--- config.mk ---
export PLATFORM = sky130hd
export DESIGN_NAME = mfwf_front
export DESIGN_NICKNAME = d
export VERILOG_FILES = /design/src/rtl/core/mfwf_pkg.sv /design/src/rtl/core/mfwf_front.sv
export SDC_FILE = /design/constraint.sdc
export NUM_CORES = 1
export LEC_CHECK = 0
export BUFFER_PORTS_ARGS = -buffer_cell sky130_fd_sc_hd__buf_4
export CAP_MARGIN = 5
export CORE_MARGIN = 5
export CORE_UTILIZATION = 50
export DETAILED_ROUTE_END_ITERATION = 10
export GPL_ROUTABILITY_DRIVEN = 0
export HOLD_SLACK_MARGIN = 0.12
export PLACE_DENSITY = 0.73
export SYNTH_ARGS = -nofsm -noshare
export SYNTH_HDL_FRONTEND = slang
export SYNTH_SLANG_ARGS = --single-unit
export TNS_END_PERCENT = 10
--- constraint.sdc ---
create_clock -name aclk -period 2.1 [get_ports aclk]
set_input_delay 0.21 -clock aclk [delete_from_list [all_inputs] [get_ports aclk]]
set_output_delay 0.21 -clock aclk [all_outputs]
set_load 0.005 [all_outputs]
--- src/rtl/core/mfwf_pkg.sv ---
// mfwf_pkg: shared constants, payload structs and state types of the
// most frequent word finder; no dependencies
package mfwf_pkg;

    localparam int MAX_WORDS  = 1024;
    localparam int MAX_CHARS  = 32;
    localparam int IDX_W      = $clog2(MAX_WORDS);
    localparam int CNT_W      = $clog2(MAX_WORDS) + 1;
    localparam int LEN_W      = $clog2(MAX_CHARS) + 1;
    localparam int CHAR_IDX_W = $clog2(MAX_CHARS);
    localparam int Q_DEPTH    = 4;
    localparam int Q_PTR_W    = $clog2(Q_DEPTH);

    localparam logic [1:0] KIND_CHAR = 2'd0;
    localparam logic [1:0] KIND_EOW  = 2'd1;
    localparam logic [1:0] KIND_EOL  = 2'd2;

    typedef struct packed {
        logic [1:0] kind;
        logic [7:0] ch;
    } in_item_t;

    typedef struct packed {
        logic [7:0]       ch_res;
        logic [CNT_W-1:0] best_count;
        logic [CNT_W-1:0] total_words;
        logic [CNT_W-1:0] unique_words;
        logic             found;
        logic             truncated;
        logic             words_dropped;
        logic             last;
    } out_item_t;

    typedef enum logic [1:0] {
        OP_CHAR,
        OP_EOW,
        OP_EOL
    } op_t;

    typedef struct packed {
        op_t        op;
        logic [7:0] ch;
    } op_item_t;

    // one table row: count, length and the characters of one distinct word
    typedef struct packed {
        logic [CNT_W-1:0]                count;
        logic [LEN_W-1:0]                len;
        logic [MAX_CHARS-1:0][7:0]       chars;
    } row_t;

    typedef enum logic [2:0] {
        B_IDLE,
        B_SRCH,
        B_CMP,
        B_FIN,
        B_LOAD,
        B_EMIT,
        B_EMPTY
    } back_state_t;

endpackage

--- src/rtl/core/mfwf_front.sv ---
// mfwf_front: accepts input beats, decodes the kind and queues the ops
// depends on mfwf_pkg
module mfwf_front (
    input  logic                aclk,
    input  logic                aresetn,
    input  logic                s_valid,
    output logic                s_ready,
    input  mfwf_pkg::in_item_t  s_data,
    output logic                q_valid,
    input  logic                q_pop,
    output mfwf_pkg::op_item_t  q_data
);
    import mfwf_pkg::*;

    op_item_t             q_mem_reg [Q_DEPTH];
    logic [Q_PTR_W-1:0]   wr_ptr_reg, wr_ptr_next;
    logic [Q_PTR_W-1:0]   rd_ptr_reg, rd_ptr_next;
    logic [Q_PTR_W:0]     cnt_reg, cnt_next;
    logic                 accept, push, pop;
    op_item_t             dec;

    // decode; unknown kind is dropped here
    always_comb begin
        dec.ch = s_data.ch;
        dec.op = OP_CHAR;
        push   = 1'b0;
        case (s_data.kind)
            KIND_CHAR: begin dec.op = OP_CHAR; push = accept; end
            KIND_EOW:  begin dec.op = OP_EOW;  push = accept; end
            KIND_EOL:  begin dec.op = OP_EOL;  push = accept; end
            default:   begin dec.op = OP_CHAR; push = 1'b0;   end
        endcase
    end

    assign s_ready = (cnt_reg != (Q_PTR_W+1)'(Q_DEPTH));
    assign accept  = s_valid && s_ready;
    assign q_valid = (cnt_reg != '0);
    assign pop     = q_pop && q_valid;
    assign q_data  = q_mem_reg[rd_ptr_reg];

    always_comb begin
        wr_ptr_next = push ? wr_ptr_reg + 1'b1 : wr_ptr_reg;
        rd_ptr_next = pop ? rd_ptr_reg + 1'b1 : rd_ptr_reg;
        cnt_next    = cnt_reg + (Q_PTR_W+1)'(push) - (Q_PTR_W+1)'(pop);
    end

    always_ff @(posedge aclk) begin
        if (!aresetn) begin
            wr_ptr_reg <= '0;
            rd_ptr_reg <= '0;
            cnt_reg    <= '0;
        end else begin
            wr_ptr_reg <= wr_ptr_next;
            rd_ptr_reg <= rd_ptr_next;
            cnt_reg    <= cnt_next;
        end
    end

    always_ff @(posedge aclk) begin
        if (push) begin
            q_mem_reg[wr_ptr_reg] <= dec;
        end
    end

endmodule

Yosys cells after proc, flatten, opt, wreduce, memory -nomap -nowiden
Memory sizes are Yosys's and may differ from the RTL's. A register that Yosys moved wholly into a read port is not among the register bits.
Index checks and enable logic that the tools add are counted.
- register bits: 7
- latch bits: 0
- memory bits (writable): 40
- memory bits (read-only): 0
- bits of input ports: 14
- output and inout bits: 12
- word-level logic and storage cells: 22
- memories kept: 1
- $add $sub $neg: 4
- multiply operators: 0
- div/mod/pow operators: 0
- $lt $le $gt $ge: 0
- eq/ne operators: 3
- shift operators: 0
- muxes and demuxes: 6
- bitwise gates (word level): 0
- reduce and logical (&&, ||, !) cells: 5
- memory list (memory ; words ; width ; read ports ; clocked after memory_dff ; wr ports ; RTL line ; text):
    q_mem_reg ; 4 ; 10 ; 1 ; 1 ; 1 ; mfwf_front.sv:15 ; op_item_t q_mem_reg [Q_DEPTH];
- operator list (cell ; number):
    2-bit by 1-bit adder with 2-bit output (second input constant) ; 2
    2-bit two-way mux ; 2
    2-bit one-hot mux with 2 select lines ; 1
    3-bit by 1-bit adder with 3-bit output ; 1
    1-bit two-way mux ; 3
    3-bit inequality test (second input constant) ; 1
    3-bit nonzero test ; 1
    3-bit OR reduction ; 1
    3-bit by 1-bit subtractor with 3-bit output ; 1
    2-bit by 1-bit == test with 1-bit output (second input constant) ; 1
    2-bit == test (second input constant) ; 1
    1-bit logical AND ; 2
    2-bit logical NOT ; 1

Depth between registers and ports, before layout
Gate-level depths: netlist of run 1.
- word-level depth: 5
- mapped depth: 10
- gate-level depth less buffers: 10

Least setup slack after synthesis of run 1
OpenSTA, ideal clock, no wires.
- kind: reg-to-reg
- from: register cnt_reg[0]
- to: register cnt_reg[2]
- setup time: 115 ps
- data arrival time: 2075 ps
- slack: -89 ps
- stages on the path, launching flop included: 11
- cells stage by stage: dfxtp_1 nor2_2 a221oi_4 inv_2 ha_1 inv_1 ha_1 fa_1 xnor2_1 xnor2_1 and2_1
- cells in the longest elaborated chain, start to end: 5
- ends and longest elaborated chain (element ; RTL line ; text):
    start, declared ; mfwf_front.sv:18 ; logic [Q_PTR_W:0] cnt_reg, cnt_next;
    start signal, assigned ; mfwf_front.sv:55 ; cnt_reg <= cnt_next;
    3-bit inequality test ; mfwf_front.sv:35 ; assign s_ready = (cnt_reg != (Q_PTR_W+1)'(Q_DEPTH));
    1-bit logical AND ; mfwf_front.sv:36 ; assign accept = s_valid && s_ready;
    1-bit two-way mux ; mfwf_front.sv:27 ; case (s_data.kind)
    3-bit by 1-bit adder with 3-bit output ; mfwf_front.sv:44 ; cnt_next = cnt_reg + (Q_PTR_W+1)'(push) - (Q_PTR_W+1)'(pop);
    3-bit by 1-bit subtractor with 3-bit output * ; mfwf_front.sv:44 ;
Every way passes the cells marked *; elsewhere a longest branch is shown, timed or not.
A chain may end at the register's enable or synchronous reset.

Worst setup path after layout of run 1
- from: register cnt_reg[1]
- to: register cnt_reg[2]
- RTL lines (element ; RTL line ; text):
    3-bit nonzero test ; mfwf_front.sv:37 ; assign q_valid = (cnt_reg != '0);
    1-bit logical AND ; mfwf_front.sv:38 ; assign pop = q_pop && q_valid;
    net pop ; mfwf_front.sv:19 ; logic accept, push, pop;
    3-bit by 1-bit subtractor with 3-bit output ; mfwf_front.sv:44 ;
The timed path passes the listed nets, and every way through them passes these cells.

==> reports/qor.csv, run 1 <==
stage;metric;value;unit
sta;rsz0062_at_grt;yes;
sta;setup_viol;0;
final_layout;fillers;257;
floorplanning;core.rowCount;22;
min_path;worstHoldEndpoint;cnt_reg[0]$_SDFF_PN0_;
pwr;ir_drop;710;µV
global_routing;grt_pass1_wl;5370;µm
critical_path;worstRegToRegCells;8;
pwr;p_per_area;1070;nW/µm²
critical_path;cp_common_cell;ha_4;
drt;drt_iter0_drc;71;
clock_tree;root_buffer;clkbuf_8;
final_layout;nNetsFinal;171;
final_layout;drive_above_1_share;42.4;%
final_layout;largest_reg_flops;40;
floorplanning;chipWidth;72.4;µm
min_path;min_path_cells;2;
drt;drc;0;
sta;maxSlewViolCount;0;
global_routing;grt_max_degree;16;
yosys;synth_area;1950;µm²
run_status;status;finished, final reports clean;
final_layout;multi_input_area;576;µm²
placement;port_buffers;25;
global_routing;grt_use_met3;4.43;%
pwr;leakagePower;0.903;nW
critical_path;cpMaxStageDelayCell;o31a_4;
floorplanning;boundaryPins;26;
sta;fin_hold_ws;0.190;ns
yosys;yosys_warnings;0;
yosys;avgSynthCellArea;18.7;µm²
drt;first_pass_iters;4;
critical_path;r2r_end;cnt_reg[2]$_SDFF_PN0_;
final_layout;final_cell_mix;40 x edfxtp_1, 34 x buf_4, 10 x mux4_2;
drt;vias_per_cell;5.03;
yosys;ys_seq_area_share;70.9;%
clock_tree;path_clk_slew;0.08;ns
global_routing;antenna_found_initial;0;
final_layout;area_growth;28.2;%
sta;fin_skew;0.00386;ns
critical_path;ff2ff_setup_slack;0.03;ns
critical_path;path_cells;o31a_4, ha_4, inv_2, ha_4, fa_2, xnor2_2, xnor2_1, and2_1;
sta;post-route-period-util;98.4;%
clock_tree;clk_latency;0.30;ns
clock_tree;cts_max_level;2;
run;cap_violations;0;
clock_tree;clock_path_buffers;2;
critical_path;worstSetupEndpointType;flip-flop;
sta;tightest_slew;0.467;ns
clock_tree;numCtsBuffers;5;
drt;routed_wl;3180;µm
yosys;ys_seq_elements;49;
final_layout;layout_commonest_cell;edfxtp_1;
sta;finalCriticalPeriod;2.07;ns
sta;fmax;484;MHz
min_path;hp-class;input port to flip-flop;
drt;ant_nets;0;
clock_tree;tritoncts;yes;
placement;dp_hpwl;2180;µm
drt;vias;1000;
critical_path;worstPathArrival;2.26;ns
floorplanning;start_util;52.4;%
critical_path;crit_type;flip-flop to flip-flop;
sta;relSlewSlack;68.8;%
yosys;ys_types;19;
yosys;synthCells;104;
global_routing;grt_usage;14.0;%
global_routing;grt_use_met1;16.3;%
floorplanning;core;3720;µm²
global_routing;grt_pass1_vias;1074;
yosys;syn_nets;125;
global_routing;gr-max-usage-layer;met2;
clock_tree;clock_sinks;49;
critical_path;cp-start-kind;flip-flop;
critical_path;critPathRequiredTime;2.30;ns
drt;post_drt_wl_per_cell;16.0;µm
critical_path;crit_fanout;4;
global_routing;use_met2;24.2;%
floorplanning;die_area;5240;µm²
final_layout;seq_area;1390;µm²
sta;hold_viol_final;0;
min_path;min-delay-start;aresetn;
global_routing;grt_overflow;0;
critical_path;max_stage_delay;0.38;ns
final_layout;antennaDiodeCount;0;
pwr;total_power;2.67;mW
critical_path;timing.rr.start;cnt_reg[1]$_SDFF_PN0_;
floorplanning;die_height;72.4;µm
[worst max-delay path by stage]
stage                                 end                   from  slack [ns]
finish              cnt_reg[2]$_SDFF_PN0_  cnt_reg[1]$_SDFF_PN0_        0.03
detailed placement  cnt_reg[2]$_SDFF_PN0_  cnt_reg[2]$_SDFF_PN0_      0.0008
global route        cnt_reg[2]$_SDFF_PN0_  cnt_reg[0]$_SDFF_PN0_       -0.03
global placement    cnt_reg[2]$_SDFF_PN0_  cnt_reg[2]$_SDFF_PN0_        0.09
CTS                 cnt_reg[2]$_SDFF_PN0_  cnt_reg[0]$_SDFF_PN0_      -0.008
floorplan           cnt_reg[2]$_SDFF_PN0_  cnt_reg[1]$_SDFF_PN0_        0.02
[power breakdown]
| group | total, mW | internal (mW) | switching, mW |
|---|---|---|---|
| Combinational | 0.780 | 0.468 | 0.312 |
| Sequential | 1.25 | 1.17 | 0.0779 |
| Clock | 0.642 | 0.350 | 0.292 |
[cell families (layout without fill, tap and decap cells)]
group	count (synthesis)	in the layout	synth area share, %
AO/OA/AOI/OAI	3	3	2.31
XOR/XNOR	4	4	1.80
adder cells (fa/ha/maj)	7	7	4.88
buffers and inverters	10	57	1.99
flip-flops	49	49	70.9
multiplexers	12	12	12.6
AND/OR/NAND/NOR	19	19	5.52
[stage by stage]
step | std cells | setup TNS [ns] | worst slack (ns) | area [µm²] | util [%]
3_3_place_gp | 180 | 0 | 0.0875 | 2230 | 60.1
4_1_cts | 199 | -0.00842 | -0.00842 | 2500 | 67.2
2_1_floorplan | 104 | 0 | 0.0168 | 1950 | -
3_5_place_dp | 180 | 0 | 0.000841 | 2230 | 60.1
6_report | 199 | 0 | 0.0344 | 2500 | 67.2
5_1_grt | 199 | -0.0279 | -0.0279 | 2500 | 67.2
[worst max-delay path, delay by kind of cell (launching register included)]
family	cells	cell delay, ns
AOI/OAI and AO/OA	1	0.38
xor gates and xnor gates	2	0.28
adders and majority gates	3	0.77
buffers and inverters	1	0.04
DFF	1	0.37
and+or+nand+nor	1	0.13
[synthesized netlist by cell type]
library cell,count,area (µm²)
and2_1,8,50.1
xnor2_1,4,35.0
ha_1,6,75.1
nor2_2,1,6.26
mux2i_1,2,20.0
inv_2,1,3.75
nand2_1,5,18.8
clkbuf_1,2,7.51
buf_2,1,5.00
o31a_2,1,10.0
o311ai_1,1,8.76
dfxtp_1,9,180
or3_2,1,7.51
a221oi_4,1,26.3
nor2b_1,4,25.0
fa_1,1,20.0
inv_1,6,22.5
mux4_2,10,225
edfxtp_1,40,1200
[metal layers]
layer	part of all wire, %	wire length (µm)
met1	36	1150
met2	55	1750
met3	6.9	220
met4	1.8	56
met5	0	0
[timing repair]
item,4_1_cts,5_1_grt
buffers inserted,3,0
cloned,0,0
endpoints found under the hold margin,32,0
pin swaps,7,4
resized for setup,10,0
hold buffers,8,0
setup endpoints to repair,1,1
[cell type report]
type                            count  share of cell area [%]
Clock buffer                        5                    2.76
Inverter                            7                    1.05
Timing Repair Buffer               42                    13.4
Clock inverter                      3                    1.65
Tap cell                           48                    2.40
Multi-Input combinational cell     45                    23.0
Sequential cell                    49                    55.7
No activity file was read; power rests on OpenSTA's default activity.
==> inputs of run 2 (changes only) <==
--- a/config.mk
+++ b/config.mk
@@ -13,6 +13,7 @@
 export GPL_ROUTABILITY_DRIVEN = 0
 export HOLD_SLACK_MARGIN = 0.12
 export PLACE_DENSITY = 0.73
+export RECOVER_POWER = 50
 export SYNTH_ARGS = -nofsm -noshare
 export SYNTH_HDL_FRONTEND = slang
 export SYNTH_SLANG_ARGS = --single-unit
==> reports/qor.csv, run 2 (same netlist as run 1, synthesis figures left out) <==
stage;metric;value;unit;change
pwr;total_power;2.66;mW;was 2.67 mW
global_routing;grt_pass1_vias;1074;;unchanged
sta;hold_viol_final;0;;unchanged
run_status;status;finished, final reports clean;;unchanged
critical_path;critPathRequiredTime;2.30;ns;about the same
drt;ant_nets;0;;unchanged
floorplanning;core;3720;µm²;unchanged
pwr;switching_power;0.686;mW;was 0.682 mW
clock_tree;clock_path_buffers;2;;unchanged
pwr;ir_drop;710;µV;about the same
critical_path;crit_type;flip-flop to flip-flop;;unchanged
sta;layout_setup_ws;0.0326;ns;was 0.0344 ns
sta;fmax;484;MHz;about the same
critical_path;worstRegToRegCells;8;;unchanged
critical_path;crit_cells;8;;unchanged
drt;drt_iter0_drc;51;;was 71
run;cap_violations;0;;unchanged
final_layout;seq_area;1390;µm²;unchanged
clock_tree;numCtsBuffers;5;;unchanged
final_layout;layout_commonest_cell;edfxtp_1;;unchanged
final_layout;fillers;274;;was 257
critical_path;cp_common_cell;ha_4;;unchanged
sta;post-route-period-util;98.4;%;about the same
drt;first_pass_iters;4;;unchanged
placement;dp_slack;0.000841;ns;unchanged
drt;vias;1004;;was 1000
final_layout;area_growth;26.1;%;was 28.2%
global_routing;grt_pass1_wl;5370;µm;unchanged
drt;vias_per_cell;5.05;;was 5.03
clock_tree;root_buffer;clkbuf_8;;unchanged
drt;drc;0;;unchanged
final_layout;drive_above_1_share;35.8;%;was 42.4%
pwr;pwr-share-comb;28.9;%;was 29.2%
critical_path;worstPathArrival;2.26;ns;about the same
global_routing;antenna_found_initial;0;;unchanged
final_layout;final_cells;199;;unchanged
critical_path;worstSetupEndpointType;flip-flop;;unchanged
final_layout;multi_input_area;576;µm²;unchanged
min_path;hp-class;input port to flip-flop;;unchanged
placement;dp_hpwl;2180;µm;unchanged
final_layout;final_cell_mix;40 x edfxtp_1, 23 x buf_4, 10 x mux4_2, 10 x clkbuf_1;;was 40 x edfxtp_1, 34 x buf_4, 10 x mux4_2
final_layout;antennaDiodeCount;0;;unchanged
clock_tree;clock_sinks;49;;unchanged
sta;rsz0062_at_grt;yes;;unchanged
global_routing;grt_usage;14.0;%;unchanged
final_layout;utilization;66.1;%;was 67.2%
floorplanning;boundaryPins;26;;unchanged
clock_tree;clk_latency;0.30;ns;about the same
sta;fin_skew;0.00627;ns;was 0.00386 ns
critical_path;critPathTopFamily;adder cells;;unchanged
pwr;p_int;1.98;mW;was 1.99 mW
pwr;power_frac_clock;24.3;%;was 24.1%
clock_tree;cts_max_level;2;;unchanged
sta;maxSlewViolCount;0;;unchanged
floorplanning;core.rowCount;22;;unchanged
pwr;p_per_area;1080;nW/µm²;was 1070 nW/µm²
final_layout;largest_reg_flops;40;;unchanged
floorplanning;die_height;72.4;µm;unchanged
critical_path;cp-start-kind;flip-flop;;unchanged
sta;setup_viol;0;;unchanged
floorplanning;chipWidth;72.4;µm;unchanged
critical_path;crit_fanout;4;;unchanged
sta;tightest_slew;0.654;ns;was 0.467 ns
final_layout;nNetsFinal;171;;unchanged
sta;finalCriticalPeriod;2.07;ns;about the same
clock_tree;path_clk_slew;0.08;ns;about the same
sta;relSlewSlack;56.4;%;was 68.8%
pwr;leakagePower;0.865;nW;was 0.903 nW
pwr;p_seq_share;46.8;%;was 46.7%
drt;routed_wl;3200;µm;was 3180 µm
placement;port_buffers;25;;unchanged
global_routing;grt_max_degree;16;;unchanged
critical_path;path_cells;o31a_4, ha_4, inv_2, ha_4, fa_2, xnor2_2, xnor2_1, and2_1;;unchanged
placement;place_inst;180;;unchanged
critical_path;max_stage_delay;0.38;ns;about the same
critical_path;critical_path_buf_inv_count;1;;unchanged
drt;post_drt_wl_per_cell;16.1;µm;was 16.0 µm
floorplanning;die_area;5240;µm²;unchanged
global_routing;grt_overflow;0;;unchanged
pwr;netSwitchingFraction;25.8;%;was 25.6%
clock_tree;tritoncts;yes;;unchanged
min_path;min_path_cells;2;;unchanged
critical_path;cpMaxStageDelayCell;o31a_4;;unchanged
floorplanning;start_util;52.4;%;unchanged
==> run 2: final timing paths <==
check	startpoint	slack, ns	to
worst min register to register	wr_ptr_reg[0]$_SDFFE_PN0P_	0.50	wr_ptr_reg[0]$_SDFFE_PN0P_
worst max register to register	cnt_reg[1]$_SDFF_PN0_	0.03	cnt_reg[2]$_SDFF_PN0_
worst max-delay path	cnt_reg[1]$_SDFF_PN0_	0.03	cnt_reg[2]$_SDFF_PN0_
worst min-delay path	aresetn	0.19	cnt_reg[0]$_SDFF_PN0_
==> run 2: power groups by stage <==
stage / Combinational [mW] / Sequential, mW / Clock [mW]
floorplan: 0.428 / 1.23 / 0
global placement: 0.675 / 1.25 / 0
detailed placement: 0.695 / 1.26 / 0
CTS: 0.793 / 1.25 / 0.657
global route: 0.853 / 1.26 / 0.715
finish: 0.769 / 1.25 / 0.646
==> run 2: repair_timing <==
action	in CTS	in global routing
endpoints found under the hold margin	32	0
pin swaps	7	4
setup endpoints to repair	1	1
hold buffers	8	0
gates resized for setup	10	0
setup buffers	3	0
==> run 2: final cells by class <==
| type | instances | share of cell area (%) |
|---|---|---|
| clock inverter | 3 | 1.68 |
| tap | 48 | 2.44 |
| timing repair buffer | 42 | 12.0 |
| sequential | 49 | 56.6 |
| inverter | 7 | 1.07 |
| clock buffer | 5 | 2.80 |
| multi-input combinational | 45 | 23.4 |
==> run 2: metrics by stage <==
step,setup TNS (ns),instance area (µm²),hold slack (ns)
2_1_floorplan,0,1950,0.309
3_3_place_gp,0,2230,0.408
3_5_place_dp,0,2230,0.414
4_1_cts,-0.00842,2500,0.189
5_1_grt,-0.0358,2460,0.199
6_report,0,2460,0.191
==> run 2: per-layer routing <==
metal  share of wire [%]  global-route usage (%)  up-vias
li1                    -                       -      480
met1                  37                    16.3      493
met2                  55                    24.2       26
met3                 6.3                    4.43        5
met4                 1.8                    5.33        0
met5                   0                       0        -
==> inputs of run 3 (changes only) <==
--- a/config.mk
+++ b/config.mk
@@ -8,11 +8,11 @@
 export BUFFER_PORTS_ARGS = -buffer_cell sky130_fd_sc_hd__buf_4
 export CAP_MARGIN = 5
 export CORE_MARGIN = 5
-export CORE_UTILIZATION = 50
+export CORE_UTILIZATION = 56
 export DETAILED_ROUTE_END_ITERATION = 10
 export GPL_ROUTABILITY_DRIVEN = 0
 export HOLD_SLACK_MARGIN = 0.12
-export PLACE_DENSITY = 0.73
+export PLACE_DENSITY = 0.78
 export RECOVER_POWER = 50
 export SYNTH_ARGS = -nofsm -noshare
 export SYNTH_HDL_FRONTEND = slang
==> constraint.sdc (replaced) <==
create_clock -name aclk -period 1.91 [get_ports aclk]
set_input_delay 0.191 -clock aclk [delete_from_list [all_inputs] [get_ports aclk]]
set_output_delay 0.191 -clock aclk [all_outputs]
set_load 0.005 [all_outputs]
==> reports/qor.csv, run 3 (same netlist as run 1, synthesis figures left out) <==
stage;metric;value;unit;change
final_layout;area_growth;26.7;%;was 26.1%
sta;fin_hold_ws;0.165;ns;was 0.191 ns
global_routing;grt_overflow;0;;unchanged
placement;dp_hpwl;2330;µm;was 2180 µm
final_layout;final_area;2470;µm²;was 2460 µm²
placement;port_buffers;25;;unchanged
global_routing;grt_pass1_vias;1134;;was 1074
clock_tree;cts_max_level;2;;unchanged
final_layout;largest_reg_flops;40;;unchanged
run;cap_violations;0;;unchanged
placement;dp_slack;-0.137;ns;was 0.000841 ns
sta;layout_setup_ws;-0.172;ns;was 0.0326 ns
pwr;p_per_area;1130;nW/µm²;was 1080 nW/µm²
pwr;power_frac_clock;20.6;%;was 24.3%
final_layout;drive_above_1_share;35.9;%;was 35.8%
min_path;hp-class;input port to flip-flop;;unchanged
clock_tree;numCtsBuffers;5;;unchanged
floorplanning;core;3360;µm²;was 3720 µm²
critical_path;cpMaxStageDelayCell;dfxtp_4;;was o31a_4
drt;vias_per_cell;5.14;;was 5.05
clock_tree;clk_latency;0.36;ns;was 0.30 ns
sta;finalCriticalPeriod;2.08;ns;was 2.07 ns
critical_path;crit_fanout;4;;unchanged
run_status;violations;negative setup slack;;
placement;place_inst;184;;was 180
drt;ant_nets;0;;unchanged
drt;post_drt_wl_per_cell;17.0;µm;was 16.1 µm
critical_path;worstSetupEndpointType;flip-flop;;unchanged
clock_tree;clock_path_buffers;2;;unchanged
critical_path;max_stage_delay;0.40;ns;was 0.38 ns
placement;placed_cell_area;2300;µm²;was 2230 µm²
drt;first_pass_iters;4;;unchanged
floorplanning;boundaryPins;26;;unchanged
clock_tree;path_clk_slew;0.13;ns;was 0.08 ns
run_status;status;finished with violations;;was finished, final reports clean
sta;hold_viol_final;0;;unchanged
clock_tree;tritoncts;yes;;unchanged
drt;drt_iter0_drc;95;;was 51
pwr;pwr-share-comb;30.6;%;was 28.9%
floorplanning;die_height;69.0;µm;was 72.4 µm
global_routing;grt_pass1_wl;5360;µm;was 5370 µm
pwr;leakagePower;0.882;nW;was 0.865 nW
pwr;p_int;2.07;mW;was 1.98 mW
global_routing;grt_max_degree;15;;was 16
critical_path;crit_type;flip-flop to flip-flop;;unchanged
final_layout;antennaDiodeCount;0;;unchanged
global_routing;antenna_found_initial;0;;unchanged
final_layout;final_cell_mix;40 x edfxtp_1, 28 x buf_4, 10 x mux4_2;;was 40 x edfxtp_1, 23 x buf_4, 10 x mux4_2, 10 x clkbuf_1
critical_path;cp-start-kind;flip-flop;;unchanged
sta;fin_skew;0.0106;ns;was 0.00627 ns
critical_path;path_cells;nor2_4, a221oi_4, inv_2, ha_4, inv_1, ha_2, fa_2, xnor2_1, xnor2_1, and2_1;;was o31a_4, ha_4, inv_2, ha_4, fa_2, xnor2_2, xnor2_1, and2_1
drt;vias;1038;;was 1004
sta;post-route-period-util;109;%;was 98.4%
pwr;ir_drop;745;µV;was 710 µV
sta;relSlewSlack;66.7;%;was 56.4%
sta;tightest_slew;0.498;ns;was 0.654 ns
sta;fmax;480;MHz;was 484 MHz
drt;drc;0;;unchanged
critical_path;worstPathArrival;2.35;ns;was 2.26 ns
clock_tree;clock_sinks;49;;unchanged
floorplanning;start_util;57.9;%;was 52.4%
critical_path;critPathRequiredTime;2.18;ns;was 2.30 ns
final_layout;layout_commonest_cell;edfxtp_1;;unchanged
sta;rsz0062_at_grt;yes;;unchanged
floorplanning;die_area;4760;µm²;was 5240 µm²
clock_tree;root_buffer;clkbuf_4;;was clkbuf_8
floorplanning;core.rowCount;21;;was 22
drt;routed_wl;3440;µm;was 3200 µm
pwr;p_seq_share;48.8;%;was 46.8%
sta;setup_viol;2;;was 0
pwr;netSwitchingFraction;25.9;%;was 25.8%
sta;maxSlewViolCount;0;;unchanged
floorplanning;chipWidth;69.0;µm;was 72.4 µm
critical_path;cp_common_cell;xnor2_1;;was ha_4
final_layout;nNetsFinal;176;;was 171
global_routing;grt_usage;16.6;%;was 14.0%
pwr;switching_power;0.723;mW;was 0.686 mW
final_layout;final_cells;202;;was 199
==> run 3: changes by cell type in the layout (fill, tap and decap cells not counted), moves of 2 or more <==
cell | before | now
buf_12 | 0 | 2
buf_4 | 23 | 28
clkbuf_4 | 0 | 5
clkbuf_8 | 5 | 0
==> run 3: what timing repair did <==
action,in CTS,in global routing
resized for setup,0,5
hold buffers,9,0
pin swaps,0,2
setup buffers,0,1
endpoints found under the setup margin,2,2
endpoints found under the hold margin,38,0
==> run 3: routing by layer <==
layer	GRT usage, %	vias up	wire length (µm)
met5	0	-	0
met4	8.03	0	67
met2	30.2	25	1940
met3	3.89	7	160
met1	18.0	516	1270
li1	-	490	-
==> run 3: power groups by stage <==
stage	clock network [mW]	logic [mW]	registers [mW]
after global placement	0	0.800	1.37
after floorplan	0	0.471	1.35
after detailed placement	0	0.823	1.38
after global routing	0.641	0.933	1.37
final	0.574	0.853	1.36
after CTS	0.585	0.842	1.35
==> run 3: path summary, 6_finish.rpt <==
| path | endpoint | cells past startpoint | slack (ns) | start |
|---|---|---|---|---|
| setup reg to reg | cnt_reg[2]$_SDFF_PN0_ | 10 | -0.17 | cnt_reg[1]$_SDFF_PN0_ |
| hold / removal | q_mem_reg[2][8]$_DFFE_PP_ | 2 | 0.16 | s_data[9] |
| setup / recovery | cnt_reg[2]$_SDFF_PN0_ | 10 | -0.17 | cnt_reg[1]$_SDFF_PN0_ |
| hold reg to reg | wr_ptr_reg[1]$_SDFFE_PN0P_ | 2 | 0.52 | wr_ptr_reg[1]$_SDFFE_PN0P_ |
==> run 3: through the flow <==
stage / power (mW) / utilization (%) / TNS (ns)
2_1_floorplan: 1.82 / - / -0.186
3_3_place_gp: 2.17 / 68.4 / -0.0734
3_5_place_dp: 2.20 / 68.4 / -0.137
4_1_cts: 2.78 / 73.3 / -0.169
5_1_grt: 2.95 / 73.4 / -0.316
6_report: 2.79 / 73.4 / -0.193
==> run 3: area by class of cell <==
type                       instances  area (µm²)
inverter                           7        26.3
multi-input combinational         45         551
tap                               46        57.6
timing repair buffer              47         370
clock buffer                       6        41.3
clock inverter                     2        33.8
sequential                        49        1390
fill                             237         895
==> run 3: critical path: cells and delay by family (launching register included) <==
kind | cells | cell delay [ns]
fa+ha+maj | 3 | 0.75
compound gates | 1 | 0.27
flops | 1 | 0.40
buf+inv | 2 | 0.12
xor+xnor | 2 | 0.26
simple gates | 2 | 0.20
